## src/rtl/ptsu_pkg.sv

```systemverilog
// Shared types, codes and constants for the priority task table scheduler.
`timescale 1ns / 1ps
package ptsu_pkg;

  localparam int ID_W      = 16;
  localparam int CMD_W     = 4;
  localparam int PRIO_W    = 3;
  localparam int ST_W      = 3;
  localparam int BURST_W   = 32;
  localparam int QUANTUM_W = 16;
  localparam int STATUS_W  = 2;
  localparam int CNT_OUT_W = 5;

  localparam logic [QUANTUM_W-1:0] QUANTUM_RESET = 16'd1000;
  localparam logic [ID_W-1:0]      ID_FIRST      = 16'd1;
  localparam logic [ID_W-1:0]      ID_LAST       = 16'hFFFF;

  localparam logic [CMD_W-1:0] CMD_CREATE     = 4'd0;
  localparam logic [CMD_W-1:0] CMD_DELETE     = 4'd1;
  localparam logic [CMD_W-1:0] CMD_SET_STATE  = 4'd2;
  localparam logic [CMD_W-1:0] CMD_SET_PRIO   = 4'd3;
  localparam logic [CMD_W-1:0] CMD_PAUSE_ALL  = 4'd4;
  localparam logic [CMD_W-1:0] CMD_RESUME_ALL = 4'd5;
  localparam logic [CMD_W-1:0] CMD_STOP_ALL   = 4'd6;
  localparam logic [CMD_W-1:0] CMD_TICK       = 4'd7;
  localparam logic [CMD_W-1:0] CMD_PICK       = 4'd8;

  localparam logic [ST_W-1:0] ST_RUNNING   = 3'd0;
  localparam logic [ST_W-1:0] ST_PAUSED    = 3'd1;
  localparam logic [ST_W-1:0] ST_STOPPED   = 3'd2;
  localparam logic [ST_W-1:0] ST_WAITING   = 3'd3;
  localparam logic [ST_W-1:0] ST_COMPLETED = 3'd4;

  localparam logic [PRIO_W-1:0] PRIO_LOW      = 3'd1;
  localparam logic [PRIO_W-1:0] PRIO_MEDIUM   = 3'd2;
  localparam logic [PRIO_W-1:0] PRIO_CRITICAL = 3'd4;

  localparam logic [STATUS_W-1:0] STAT_OK        = 2'd0;
  localparam logic [STATUS_W-1:0] STAT_NOT_FOUND = 2'd1;
  localparam logic [STATUS_W-1:0] STAT_FULL      = 2'd2;

  // Out-of-range requests fall back to medium.
  function automatic logic [PRIO_W-1:0] legal_prio(input logic [PRIO_W-1:0] p);
    if (p >= PRIO_LOW && p <= PRIO_CRITICAL) begin
      return p;
    end
    return PRIO_MEDIUM;
  endfunction

endpackage

```

## src/rtl/ptsu_table_ram.sv

```systemverilog
// Task table memory: one write port, one read port with registered data.
`timescale 1ns / 1ps
module ptsu_table_ram #(
  parameter int DEPTH  = 16,
  parameter int WIDTH  = 86,
  parameter int ADDR_W = $clog2(DEPTH)
) (
  input  logic              clk,
  input  logic              we,
  input  logic [ADDR_W-1:0] waddr,
  input  logic [WIDTH-1:0]  wdata,
  input  logic              re,
  input  logic [ADDR_W-1:0] raddr,
  output logic [WIDTH-1:0]  rdata
);

  logic [WIDTH-1:0] mem [DEPTH];

  always_ff @(posedge clk) begin
    if (we) begin
      mem[waddr] <= wdata;
    end
    if (re) begin
      rdata <= mem[raddr];
    end
  end

endmodule

```

## src/rtl/priority_thread_table_scheduler_unit.sv

```systemverilog
// Top level: command sequencer that sweeps the task table memory per command.
// One command at a time: in_ready stays low from the accepted command until its result is
// registered. Every command reads each table entry once and writes back the used ones
// through the single-port-pair table memory.
// Reset (rst_n, synchronous, active low): table empty, next id 1, quantum 1000.
// Table contents are not cleared; the per-slot used bits gate every use of the read data.
`timescale 1ns / 1ps
module priority_thread_table_scheduler_unit #(
  parameter int MAX_TASKS  = 16,
  parameter int TIME_WIDTH = 32
) (
  input  logic                          clk,
  input  logic                          rst_n,
  input  logic                          cfg_we,
  input  logic [ptsu_pkg::QUANTUM_W-1:0] cfg_wdata,
  input  logic                          in_valid,
  output logic                          in_ready,
  input  logic [ptsu_pkg::CMD_W-1:0]     in_cmd,
  input  logic [ptsu_pkg::ID_W-1:0]      in_thread_id,
  input  logic [ptsu_pkg::PRIO_W-1:0]    in_priority_req,
  input  logic [ptsu_pkg::ST_W-1:0]      in_new_state,
  input  logic [ptsu_pkg::BURST_W-1:0]   in_burst_time,
  output logic                          out_valid,
  input  logic                          out_ready,
  output logic [ptsu_pkg::STATUS_W-1:0]  out_status,
  output logic [ptsu_pkg::ID_W-1:0]      out_result_id,
  output logic                          out_next_found,
  output logic [ptsu_pkg::CNT_OUT_W-1:0] out_total_count,
  output logic [ptsu_pkg::CNT_OUT_W-1:0] out_running_count,
  output logic [ptsu_pkg::CNT_OUT_W-1:0] out_completed_count
);
  import ptsu_pkg::*;

  localparam int IW    = $clog2(MAX_TASKS);
  localparam int CNT_W = $clog2(MAX_TASKS + 1);
  localparam int TW    = TIME_WIDTH;
  localparam int CW    = (TW > BURST_W) ? TW : BURST_W;
  localparam int EW    = ID_W + ST_W + PRIO_W + TW + BURST_W;

  typedef enum logic [1:0] {S_IDLE, S_SWEEP, S_DONE} state_t;

  state_t               state_r;
  logic [QUANTUM_W-1:0] quantum_r;
  logic [ID_W-1:0]      next_id_r;
  logic [MAX_TASKS-1:0] slot_used_r;

  logic [CMD_W-1:0]     cmd_r;
  logic [ID_W-1:0]      tid_r;
  logic [PRIO_W-1:0]    prio_r;
  logic [ST_W-1:0]      nst_r;
  logic [BURST_W-1:0]   burst_r;

  logic [IW:0]          rd_cnt_r;
  logic                 proc_valid_r;
  logic [IW-1:0]        proc_idx_r;
  logic                 hit_r, hit_nxt;
  logic                 pf_r, pf_nxt;
  logic [PRIO_W-1:0]    best_pr_r, best_pr_nxt;
  logic [TW-1:0]        best_el_r, best_el_nxt;
  logic [ID_W-1:0]      best_id_r, best_id_nxt;
  logic [CNT_W-1:0]     tot_r, tot_nxt, run_r, run_nxt, cmp_r, cmp_nxt;

  logic                 out_valid_r;
  logic [STATUS_W-1:0]  status_r;
  logic [ID_W-1:0]      rid_r;
  logic                 found_r;
  logic [CNT_OUT_W-1:0] otot_r, orun_r, ocmp_r;

  // Table memory
  logic          rd_en;
  logic [EW-1:0] rdata, wdata;
  logic          wr_en;

  ptsu_table_ram #(.DEPTH(MAX_TASKS), .WIDTH(EW), .ADDR_W(IW)) u_table (
    .clk   (clk),
    .we    (wr_en),
    .waddr (proc_idx_r),
    .wdata (wdata),
    .re    (rd_en),
    .raddr (rd_cnt_r[IW-1:0]),
    .rdata (rdata)
  );

  assign rd_en = (state_r == S_SWEEP) && (rd_cnt_r != (IW+1)'(MAX_TASKS));

  // Entry fields as read and as modified
  logic [ID_W-1:0]   e_id, n_id;
  logic [ST_W-1:0]   e_st, n_st;
  logic [PRIO_W-1:0] e_pr, n_pr;
  logic [TW-1:0]     e_el, n_el, sat_el;
  logic [BURST_W-1:0] e_bu, n_bu;
  logic [TW:0]       sum_el;
  logic              used, n_used, better;
  logic [CW-1:0]     el_ext, bu_ext;

  assign e_bu = rdata[BURST_W-1:0];
  assign e_el = rdata[BURST_W +: TW];
  assign e_pr = rdata[BURST_W+TW +: PRIO_W];
  assign e_st = rdata[BURST_W+TW+PRIO_W +: ST_W];
  assign e_id = rdata[BURST_W+TW+PRIO_W+ST_W +: ID_W];

  assign sum_el = {1'b0, e_el} + (TW+1)'(quantum_r);
  assign sat_el = sum_el[TW] ? {TW{1'b1}} : sum_el[TW-1:0];
  assign el_ext = CW'(sat_el);
  assign bu_ext = CW'(e_bu);
  assign wdata  = {n_id, n_st, n_pr, n_el, n_bu};

  always_comb begin
    used    = slot_used_r[proc_idx_r];
    n_used  = used;
    n_id    = e_id;
    n_st    = e_st;
    n_pr    = e_pr;
    n_el    = e_el;
    n_bu    = e_bu;
    // clear the sweep accumulators while idle
    hit_nxt = (state_r == S_IDLE) ? 1'b0 : hit_r;
    if (proc_valid_r) begin
      case (cmd_r) inside
        CMD_CREATE: begin
          if (!used && !hit_r) begin
            n_used  = 1'b1;
            n_id    = next_id_r;
            n_st    = ST_RUNNING;
            n_pr    = prio_r;
            n_el    = '0;
            n_bu    = burst_r;
            hit_nxt = 1'b1;
          end
        end
        CMD_DELETE, CMD_SET_STATE, CMD_SET_PRIO: begin
          // act on the lowest matching slot only
          if (used && !hit_r && e_id == tid_r) begin
            hit_nxt = 1'b1;
            if (cmd_r == CMD_DELETE) begin
              n_used = 1'b0;
            end else if (cmd_r == CMD_SET_STATE) begin
              if (nst_r <= ST_COMPLETED) begin
                n_st = nst_r;
              end
            end else begin
              n_pr = prio_r;
            end
          end
        end
        CMD_PAUSE_ALL: begin
          if (used && e_st == ST_RUNNING) n_st = ST_PAUSED;
        end
        CMD_RESUME_ALL: begin
          if (used && e_st == ST_PAUSED) n_st = ST_RUNNING;
        end
        CMD_STOP_ALL: begin
          if (used && e_st != ST_COMPLETED) n_st = ST_STOPPED;
        end
        CMD_TICK: begin
          if (used && e_st == ST_RUNNING) begin
            n_el = sat_el;
            if (el_ext >= bu_ext) n_st = ST_COMPLETED;
          end
        end
        default: begin
        end
      endcase
    end
    wr_en = proc_valid_r && n_used;

    tot_nxt = (state_r == S_IDLE) ? '0 : tot_r;
    run_nxt = (state_r == S_IDLE) ? '0 : run_r;
    cmp_nxt = (state_r == S_IDLE) ? '0 : cmp_r;
    if (proc_valid_r && n_used) begin
      tot_nxt = tot_r + CNT_W'(1);
      if (n_st == ST_RUNNING)   run_nxt = run_r + CNT_W'(1);
      if (n_st == ST_COMPLETED) cmp_nxt = cmp_r + CNT_W'(1);
    end

    better = !pf_r || (n_pr > best_pr_r) ||
             (n_pr == best_pr_r && (n_el < best_el_r ||
                                    (n_el == best_el_r && n_id < best_id_r)));
    pf_nxt      = (state_r == S_IDLE) ? 1'b0 : pf_r;
    best_pr_nxt = best_pr_r;
    best_el_nxt = best_el_r;
    best_id_nxt = best_id_r;
    if (proc_valid_r && cmd_r == CMD_PICK && n_used && n_st == ST_RUNNING && better) begin
      pf_nxt      = 1'b1;
      best_pr_nxt = n_pr;
      best_el_nxt = n_el;
      best_id_nxt = n_id;
    end
  end

  always_ff @(posedge clk) begin
    if (!rst_n) begin
      state_r      <= S_IDLE;
      quantum_r    <= QUANTUM_RESET;
      next_id_r    <= ID_FIRST;
      slot_used_r  <= '0;
      proc_valid_r <= 1'b0;
      out_valid_r  <= 1'b0;
      rd_cnt_r     <= '0;
      hit_r        <= 1'b0;
      pf_r         <= 1'b0;
      tot_r        <= '0;
      run_r        <= '0;
      cmp_r        <= '0;
    end else begin
      if (cfg_we) begin
        quantum_r <= cfg_wdata;
      end
      // drop a taken result unless a new one replaces it this cycle
      if (out_valid_r && out_ready && state_r != S_DONE) begin
        out_valid_r <= 1'b0;
      end
      if (proc_valid_r) begin
        slot_used_r[proc_idx_r] <= n_used;
      end
      hit_r     <= hit_nxt;
      pf_r      <= pf_nxt;
      best_pr_r <= best_pr_nxt;
      best_el_r <= best_el_nxt;
      best_id_r <= best_id_nxt;
      tot_r     <= tot_nxt;
      run_r     <= run_nxt;
      cmp_r     <= cmp_nxt;

      unique case (state_r)
        S_IDLE: begin
          proc_valid_r <= 1'b0;
          if (in_valid) begin
            cmd_r    <= in_cmd;
            tid_r    <= in_thread_id;
            prio_r   <= legal_prio(in_priority_req);
            nst_r    <= in_new_state;
            burst_r  <= in_burst_time;
            rd_cnt_r <= '0;
            state_r  <= S_SWEEP;
          end
        end
        S_SWEEP: begin
          proc_valid_r <= rd_en;
          proc_idx_r   <= rd_cnt_r[IW-1:0];
          if (rd_en) begin
            rd_cnt_r <= rd_cnt_r + (IW+1)'(1);
          end
          if (proc_valid_r && proc_idx_r == IW'(MAX_TASKS - 1)) begin
            state_r <= S_DONE;
          end
        end
        S_DONE: begin
          proc_valid_r <= 1'b0;
          if (!out_valid_r || out_ready) begin
            status_r <= STAT_OK;
            rid_r    <= '0;
            found_r  <= 1'b0;
            if (cmd_r == CMD_CREATE) begin
              if (hit_r) begin
                rid_r     <= next_id_r;
                next_id_r <= (next_id_r == ID_LAST) ? ID_FIRST : next_id_r + ID_W'(1);
              end else begin
                status_r <= STAT_FULL;
              end
            end else if (cmd_r == CMD_DELETE || cmd_r == CMD_SET_STATE ||
                         cmd_r == CMD_SET_PRIO) begin
              if (!hit_r) status_r <= STAT_NOT_FOUND;
            end else if (cmd_r == CMD_PICK && pf_r) begin
              found_r <= 1'b1;
              rid_r   <= best_id_r;
            end
            otot_r      <= CNT_OUT_W'(tot_r);
            orun_r      <= CNT_OUT_W'(run_r);
            ocmp_r      <= CNT_OUT_W'(cmp_r);
            out_valid_r <= 1'b1;
            state_r     <= S_IDLE;
          end
        end
        default: state_r <= S_IDLE;
      endcase
    end
  end

  assign in_ready            = (state_r == S_IDLE);
  assign out_valid           = out_valid_r;
  assign out_status          = status_r;
  assign out_result_id       = rid_r;
  assign out_next_found      = found_r;
  assign out_total_count     = otot_r;
  assign out_running_count   = orun_r;
  assign out_completed_count = ocmp_r;

`ifndef SYNTHESIS
  a_next_id_nonzero: assert property (@(posedge clk) disable iff (!rst_n)
    next_id_r != '0) else $error("next id reached zero");

  a_counts_consistent: assert property (@(posedge clk) disable iff (!rst_n)
    state_r == S_DONE |-> ({1'b0, run_r} + {1'b0, cmp_r}) <= {1'b0, tot_r})
    else $error("state counts exceed task count");

  a_found_is_ok: assert property (@(posedge clk) disable iff (!rst_n)
    out_valid_r && found_r |-> status_r == STAT_OK && rid_r != '0)
    else $error("pick result carries bad status or id");

  a_no_read_after_sweep: assert property (@(posedge clk) disable iff (!rst_n)
    state_r == S_DONE |-> !rd_en && !wr_en)
    else $error("table access outside sweep");
`endif

endmodule
```

## config.mk

```make
export PLATFORM = sky130hd
export DESIGN_NAME = priority_thread_table_scheduler_unit
export DESIGN_NICKNAME = d
export VERILOG_FILES = /design/src/rtl/ptsu_pkg.sv /design/src/rtl/ptsu_table_ram.sv /design/src/rtl/priority_thread_table_scheduler_unit.sv
export SDC_FILE = /design/constraint.sdc
export NUM_CORES = 2
export LEC_CHECK = 0
export BUFFER_PORTS_ARGS = -buffer_cell sky130_fd_sc_hd__buf_2
export CAP_MARGIN = 20
export CORE_ASPECT_RATIO = 0.6
export CORE_MARGIN = 10
export CORE_UTILIZATION = 60
export CTS_CLUSTER_SIZE = 8
export DETAILED_ROUTE_END_ITERATION = 6
export GPL_ROUTABILITY_DRIVEN = 0
export GPL_TIMING_DRIVEN = 0
export PLACE_DENSITY = 0.86
export SETUP_SLACK_MARGIN = 0.2
export SYNTH_ARGS = -nofsm -noshare
export SYNTH_HDL_FRONTEND = slang
export SYNTH_SLANG_ARGS = --single-unit
```

## constraint.sdc

```tcl
create_clock -name clk -period 11.1 [get_ports clk]
set_clock_uncertainty 0.2 [all_clocks]
set_input_delay 1.11 -clock clk [delete_from_list [all_inputs] [get_ports clk]]
set_output_delay 1.11 -clock clk [all_outputs]
set_load 0.02 [all_outputs]
```

# == Word-level counts from Yosys, hierarchy flattened ==
# Memories as Yosys holds them, arrays and structs flattened. A register that Yosys moved wholly into a read port is not among the register bits.
# Cells that the tools add are included.
# totals
regBits,221
mem_bits_rw,1376
wordCells,210
memories,1
# op_classes
addsub,6
order_cmp,9
n_eq_ne,24
mux,95
n_reduce_logical,48
# mem_list
name,words,word_bits,rd,rd_ports_with_merged_regs,write_ports,line_no,source
u_table.mem,16,86,1,1,1,ptsu_table_ram.sv:17,logic [WIDTH-1:0] mem [DEPTH];
# ops
operator,count
32-bit two-way mux,13
16-bit two-way mux,8
3-bit two-way mux,25
5-bit two-way mux,10
32-bit by 16-bit adder with 33-bit output,1
32-bit == test,1
32-bit >= comparator,1
32-bit < comparator,1
1-bit two-way mux,28
5-bit by 1-bit adder with 5-bit output (second input constant),4
1-bit logical AND,20
16-bit by 1-bit adder with 16-bit output (second input constant),1
16-bit bitwise mux,1
16-bit == test,1
16-bit == test (second input constant),1
4-bit by 3-bit == test with 1-bit output (second input constant),4
16-bit < comparator,1
3-bit AND reduction,4
2-bit two-way mux,5
5-bit one-hot mux with 2 select lines,1
4-bit by 2-bit == test with 1-bit output (second input constant),2
4-bit == test (second input constant),2
2-bit != test (second input constant),4
2-bit nonzero test,4
other kinds (27),39

# == Longest topological paths before layout ==
# depth
depth_word,18
ltp_mapped,23
mapped_depth_nobuf,21

# == Hierarchy ==
# From an unflattened synthesis, not the netlist that was laid out.
# hier_totals
cells_unflattened,3550
area_unflattened_um2,66925.4
# modules_own_cells
module,instances,cells_per_inst,area_per_inst_um2,seq_area_each_um2
ptsu_table_ram,1,2206,54003.0,43902.1
priority_thread_table_scheduler_unit,1,1344,12922.4,5895.7

# == Worst setup path after synthesis ==
# Ideal clock, no wire load.
# synth_timing
kind,register to register
start,register proc_idx_r[2]
end,"memory u_table.mem[13][0], enable pin"
setup_ns,0.638
arrival_time_ns,7.684
t_required_ns,10.262
slack_ns,2.579
stages_incl_launch_ff,9
n_path_buf,2
synth_period_minus_slack_ns,8.521
path_cell_list,edfxtp_1 -> buf_2 -> mux4_2 -> mux2i_1 -> mux2_2 -> nor4_1 -> a31o_2 -> clkbuf_1 -> nor3_1
# synth_via
elab_chain_cells,11
elab_cells_between_ends,15
# synth_rtl
element,line_no,source
from (decl),priority_thread_table_scheduler_unit.sv:55,logic [IW-1:0] proc_idx_r;
from (signal assigned),priority_thread_table_scheduler_unit.sv:240,proc_idx_r <= rd_cnt_r[IW-1:0];
1-bit binary-select mux with 4-bit select,priority_thread_table_scheduler_unit.sv:109,used = slot_used_r[proc_idx_r];
1-bit two-way mux (not written as such),priority_thread_table_scheduler_unit.sv:109,
1-bit logical AND (2 in a row),priority_thread_table_scheduler_unit.sv:133,if (used && !hit_r && e_id == tid_r) begin
1-bit two-way mux,priority_thread_table_scheduler_unit.sv:133,
1-bit two-way mux (2 in a row),priority_thread_table_scheduler_unit.sv:119,case (cmd_r) inside
1-bit two-way mux,priority_thread_table_scheduler_unit.sv:118,if (proc_valid_r) begin
1-bit logical AND,priority_thread_table_scheduler_unit.sv:165,wr_en = proc_valid_r && n_used;
1-bit two-way mux,ptsu_table_ram.sv:20,if (we) begin
1-bit two-way mux (not written as such),ptsu_table_ram.sv:21,mem[waddr] <= wdata;
to (decl),ptsu_table_ram.sv:17,
# Parallel ways exist; a longest one is shown, timed or not. The select of a mux whose other input is x is not followed.

# == Worst setup path in the final report ==
# layout_timing
start,register u_table.rdata[32] (read register of u_table.mem)
end,"register best_el_r[11], enable pin"
# layout_via
elab_chain_cells,17
elab_cells_between_ends,31
# layout_rtl
element,line_no,source
from (decl),ptsu_table_ram.sv:14,output logic [WIDTH-1:0] rdata
32-bit by 16-bit adder with 33-bit output *,priority_thread_table_scheduler_unit.sv:102,"assign sum_el = {1'b0, e_el} + (TW+1)'(quantum_r);"
32-bit two-way mux *,priority_thread_table_scheduler_unit.sv:103,assign sat_el = sum_el[TW] ? {TW{1'b1}} : sum_el[TW-1:0];
32-bit two-way mux *,priority_thread_table_scheduler_unit.sv:156,if (used && e_st == ST_RUNNING) begin
32-bit two-way mux * (6 in a row),priority_thread_table_scheduler_unit.sv:119,
32-bit two-way mux *,priority_thread_table_scheduler_unit.sv:118,
net n_el[7],priority_thread_table_scheduler_unit.sv:90,"logic [TW-1:0] e_el, n_el, sat_el;"
"parallel branches: the longest is 2 deep, another holds 32-bit < comparator",-,
1-bit logical OR *,priority_thread_table_scheduler_unit.sv:177,(n_pr == best_pr_r && (n_el < best_el_r ||
1-bit logical AND *,priority_thread_table_scheduler_unit.sv:177,
1-bit logical OR *,priority_thread_table_scheduler_unit.sv:176,better = !pf_r || (n_pr > best_pr_r) ||
1-bit logical AND *,priority_thread_table_scheduler_unit.sv:183,if (proc_valid_r && cmd_r == CMD_PICK && n_used && n_st == ST_RUNNING && better) begin
2-bit AND reduction (no source line) *,-,
to (signal assigned),priority_thread_table_scheduler_unit.sv:219,best_el_r <= best_el_nxt;
to (decl),priority_thread_table_scheduler_unit.sv:59,"logic [TW-1:0] best_el_r, best_el_nxt;"
# Mark *: on every way through the listed nets, which the timed path passes.
# A chain may end at the register's enable or synchronous reset.

==> results.md <==
- Layout area overhead: 17.5%
- Hold Startpoint: in_burst_time[31]
- Worst path required time: 11440 ps
- Die height: 278 um
- Ratio of cells with drive above 1 in the final layout: 0.260
- Post-synthesis register bit count: 1683
- Synth Cell Area: 66800 um2
- PortBufs: 113
- Final Max Tran Viols: 0
- Placed cell area: 71500 um2
- RSZ-0062 raised after global routing: no
- Average size of a mapped cell: 20.3 um2
- Chip Width: 451 um
- Largest delay contributor family on the critical path: compound AO/OA/AOI/OAI gates
- Syn_nets: 3475
- Starting Density: 0.607
- Number of max-cap violations: 0
- Final Hold Fails: 0
- Setup slack, reg-to-reg: 1880 ps
- Worst path slowest cell: a2111oi_4
- Worst Setup EP: best_el_r[11]
- Post-CTS setup buffers: 0
- Ranking of synthesized cells by area: edfxtp_1 (72%), mux4_2 (15%), dfxtp_1 (2.2%)
- Crit path cell chain: ha_1 > fa_1 > a21o_1 > a21oi_1 > o21ai_0 > o311a_1 > a31oi_1 > o21ai_0 > nand3_1 > clkbuf_1 > o21ai_0 > a22o_1 > ha_1 > nand3_1 > a2111oi_1 > clkdlybuf4s18_2 > o21ai_0 > a2111oi_0 > o311ai_0 > clkbuf_2 > nor3b_1 > a2111oi_4 > buf_6 > buf_6
- CTS clk-pin slew, worst paths: 50 ps
- Fmax: 108 MHz
- CP Max Fanout: 18
- Drt via density: 7.38
- Failing checks: design-rule violations
- TritonCTS Sinks: 1683
- # hold bufs at CTS: 0
- IR Drop Worst-Case VDD: 0.000144 V
- Gr ovfl total: 0
- Worst R2R End: best_el_r[11]
- Final worst-path cycle share: 0.831
- Asr flop ratio synth: 0
- Total power per unit cell area: 184 nW/um2
- Worst skew pair latency: 860 ps
- Post-synth EDFFs: 1609
- IO Pins: 115
- CP peak stage delay: 930 ps
- Drt wl/cell: 38.8 um
- CTS buffer count: 228
- Filler cell count: 5919
- Die area: 126000 um2
- Post-synthesis sequential area ratio: 0.745
- Cell count after synthesis: 3291
- DR DRC count: 25
- Yosys top cell by area: edfxtp_1
- Critical path type: reg -> reg
- Ys Warns: 0
- Drt first pass iters: 7
- Outcome: finished with violations
- Final Cell Area: 78500 um2
- TritonCTS clock tree: yes
- Yosys top cell area share: 0.723
- Crit path DAT: 9560 ps
- Clock buffer depth: 3
- Synth cell types: 69
- Overall power: 14.4 mW
- Post-DP HPWL: 120000 um
- Detail Route Antenna Nets: 0
- CP Depth: 24
- Worst reg2reg startpoint: u_table.rdata[32]
- Buffers & Inverters on Critical Path: 5
- Reg2reg path depth: 24
- Fin crit period: 9220 ps
- Vias in the first global route: 40200
- First-pass GRT wire length: 293000 um
- Core Area: 110000 um2
- Largest net degree at the start of global routing: 49
- Min-Delay Path Class: in -> reg
- H-tree levels: 4
- Startpoint types: flip-flop
- Leak pwr: 25.3 nW
- Final setup fails: 0
- Primary FF master, synth: edfxtp_1
- Row cnt: 94
- Final nets: 3989
- CP Launch Point: u_table.rdata[32]
- DRT iter0 DRCs: 7872
- Max-slew headroom: 0.106
- Worst setup EP type: flip-flop
- Total GRT Usage: 0.327
- Total Routed Length: 211000 um
- Worst Tran Pin Value: 1340 ps
- Most frequent cell on the critical path: o21ai_0
- Antenna violations before repair: 12
- PostCTS Resize Cnt: 0
- Detailed-route via count: 40100
- CTS root buffer: clkbuf_16
registers in the layout (all words and copies together), names as in the netlist, 5 cells and up:
register,cells
best_el_r,32
best_id_r,16
burst_r,32
cmp_r,5
next_id_r,16
out_completed_count,5
out_result_id,16
out_running_count,5
out_total_count,5
quantum_r,16
rd_cnt_r,5
run_r,5
slot_used_r,16
tid_r,16
tot_r,5
u_table.mem,1376
u_table.rdata,86
placed cells by master (no fill, tap or decap), types with 38 or more instances in the layout:
master / instances
a21oi_1: 64
buf_1: 38
buf_12: 46
buf_2: 127
clkbuf_1: 218
clkbuf_16: 231
dfxtp_1: 74
edfxtp_1: 1609
ha_1: 104
inv_1: 96
mux4_2: 435
nand2_1: 118
nand3_1: 39
nor2_1: 87
o21ai_0: 71
cells in the mapped netlist (5+ instances only):
master and count:
and3_1 19, and4_1 5, or3_1 8, a211oi_1 10, ha_1 104, nand4_1 23
nor2b_1 19, o21bai_1 5, nor4_1 8, nand2_1 118, mux2i_1 19, nor3b_1 5
o21a_1 25, clkbuf_1 107, dfxtp_1 74, o21ai_1 12, nand3b_1 5, a21oi_1 64
nor3_1 25, buf_1 38, a31oi_1 18, inv_1 98, and2_1 8, o21ai_0 80
xnor2_1 27, nand2b_1 15, mux2_2 19, edfxtp_1 1609, xor2_1 27, or2_2 7
nor2_1 102, o211ai_1 5, a21o_1 27, mux4_2 435, a22o_1 31, nand3_1 39
metal layers:
metal | vias up | track usage | share of wire
met5 | - | 0 | 0.00045
met4 | 14 | 0.178 | 0.065
met3 | 1017 | 0.123 | 0.16
met2 | 4481 | 0.487 | 0.45
met1 | 19900 | 0.420 | 0.32
li1 | 14600 | - | -
per-stage QoR:
| step | cells | hold WS [ps] | worst slack [ps] | TNS (ps) | util |
|---|---|---|---|---|---|
| global route | 5418 | 228 | 1800 | 0 | 0.713 |
| global placement | 4892 | 209 | -5640 | -581610 | 0.629 |
| finish | 5425 | 234 | 1880 | 0 | 0.713 |
| floorplan | 3291 | 206 | 2580 | 0 | - |
| detailed placement | 5024 | 237 | 2750 | 0 | 0.650 |
| CTS | 5379 | 200 | 2260 | 0 | 0.708 |
power breakdown:
group | internal [mW] | switching, mW
sequential | 7.05 | 0.0383
combinational | 0.299 | 0.519
clock | 3.81 | 2.69
total | 11.2 | 3.25
logic make-up after synthesis:
group | Yosys count | synth area share
buffers and inverters | 244 | 0.0137
AOI/OAI and AO/OA | 312 | 0.0304
adders and majority gates | 105 | 0.0198
DFF | 1683 | 0.745
xor gates and xnor gates | 54 | 0.00708
muxes | 475 | 0.153
and+or+nand+nor | 418 | 0.0307
cell type report:
type,count,area (um2),share of cell area
Timing Repair Buffer,284,3180,0.0405
Multi-Input combinational cell,1364,16300,0.207
Tap cell,1488,1860,0.0237
Inverter,98,378,0.00481
Clock inverter,13,256,0.00327
Buffer,146,549,0.00700
Antenna cell,7,17.5,0.000223
Sequential cell,1683,49800,0.634
Clock buffer,342,6200,0.0789
worst min-delay path by stage:
stage	endpoint	slack [ps]	depth (start not counted)
final	burst_r[31]	230	1
after CTS	cmd_r[3]	200	1
after global placement	proc_idx_r[3]	210	0
after floorplan	proc_idx_r[2]	210	0
after detailed placement	proc_idx_r[3]	240	0
after global routing	cmd_r[3]	230	1
No activity file was read; power rests on OpenSTA's default activity.
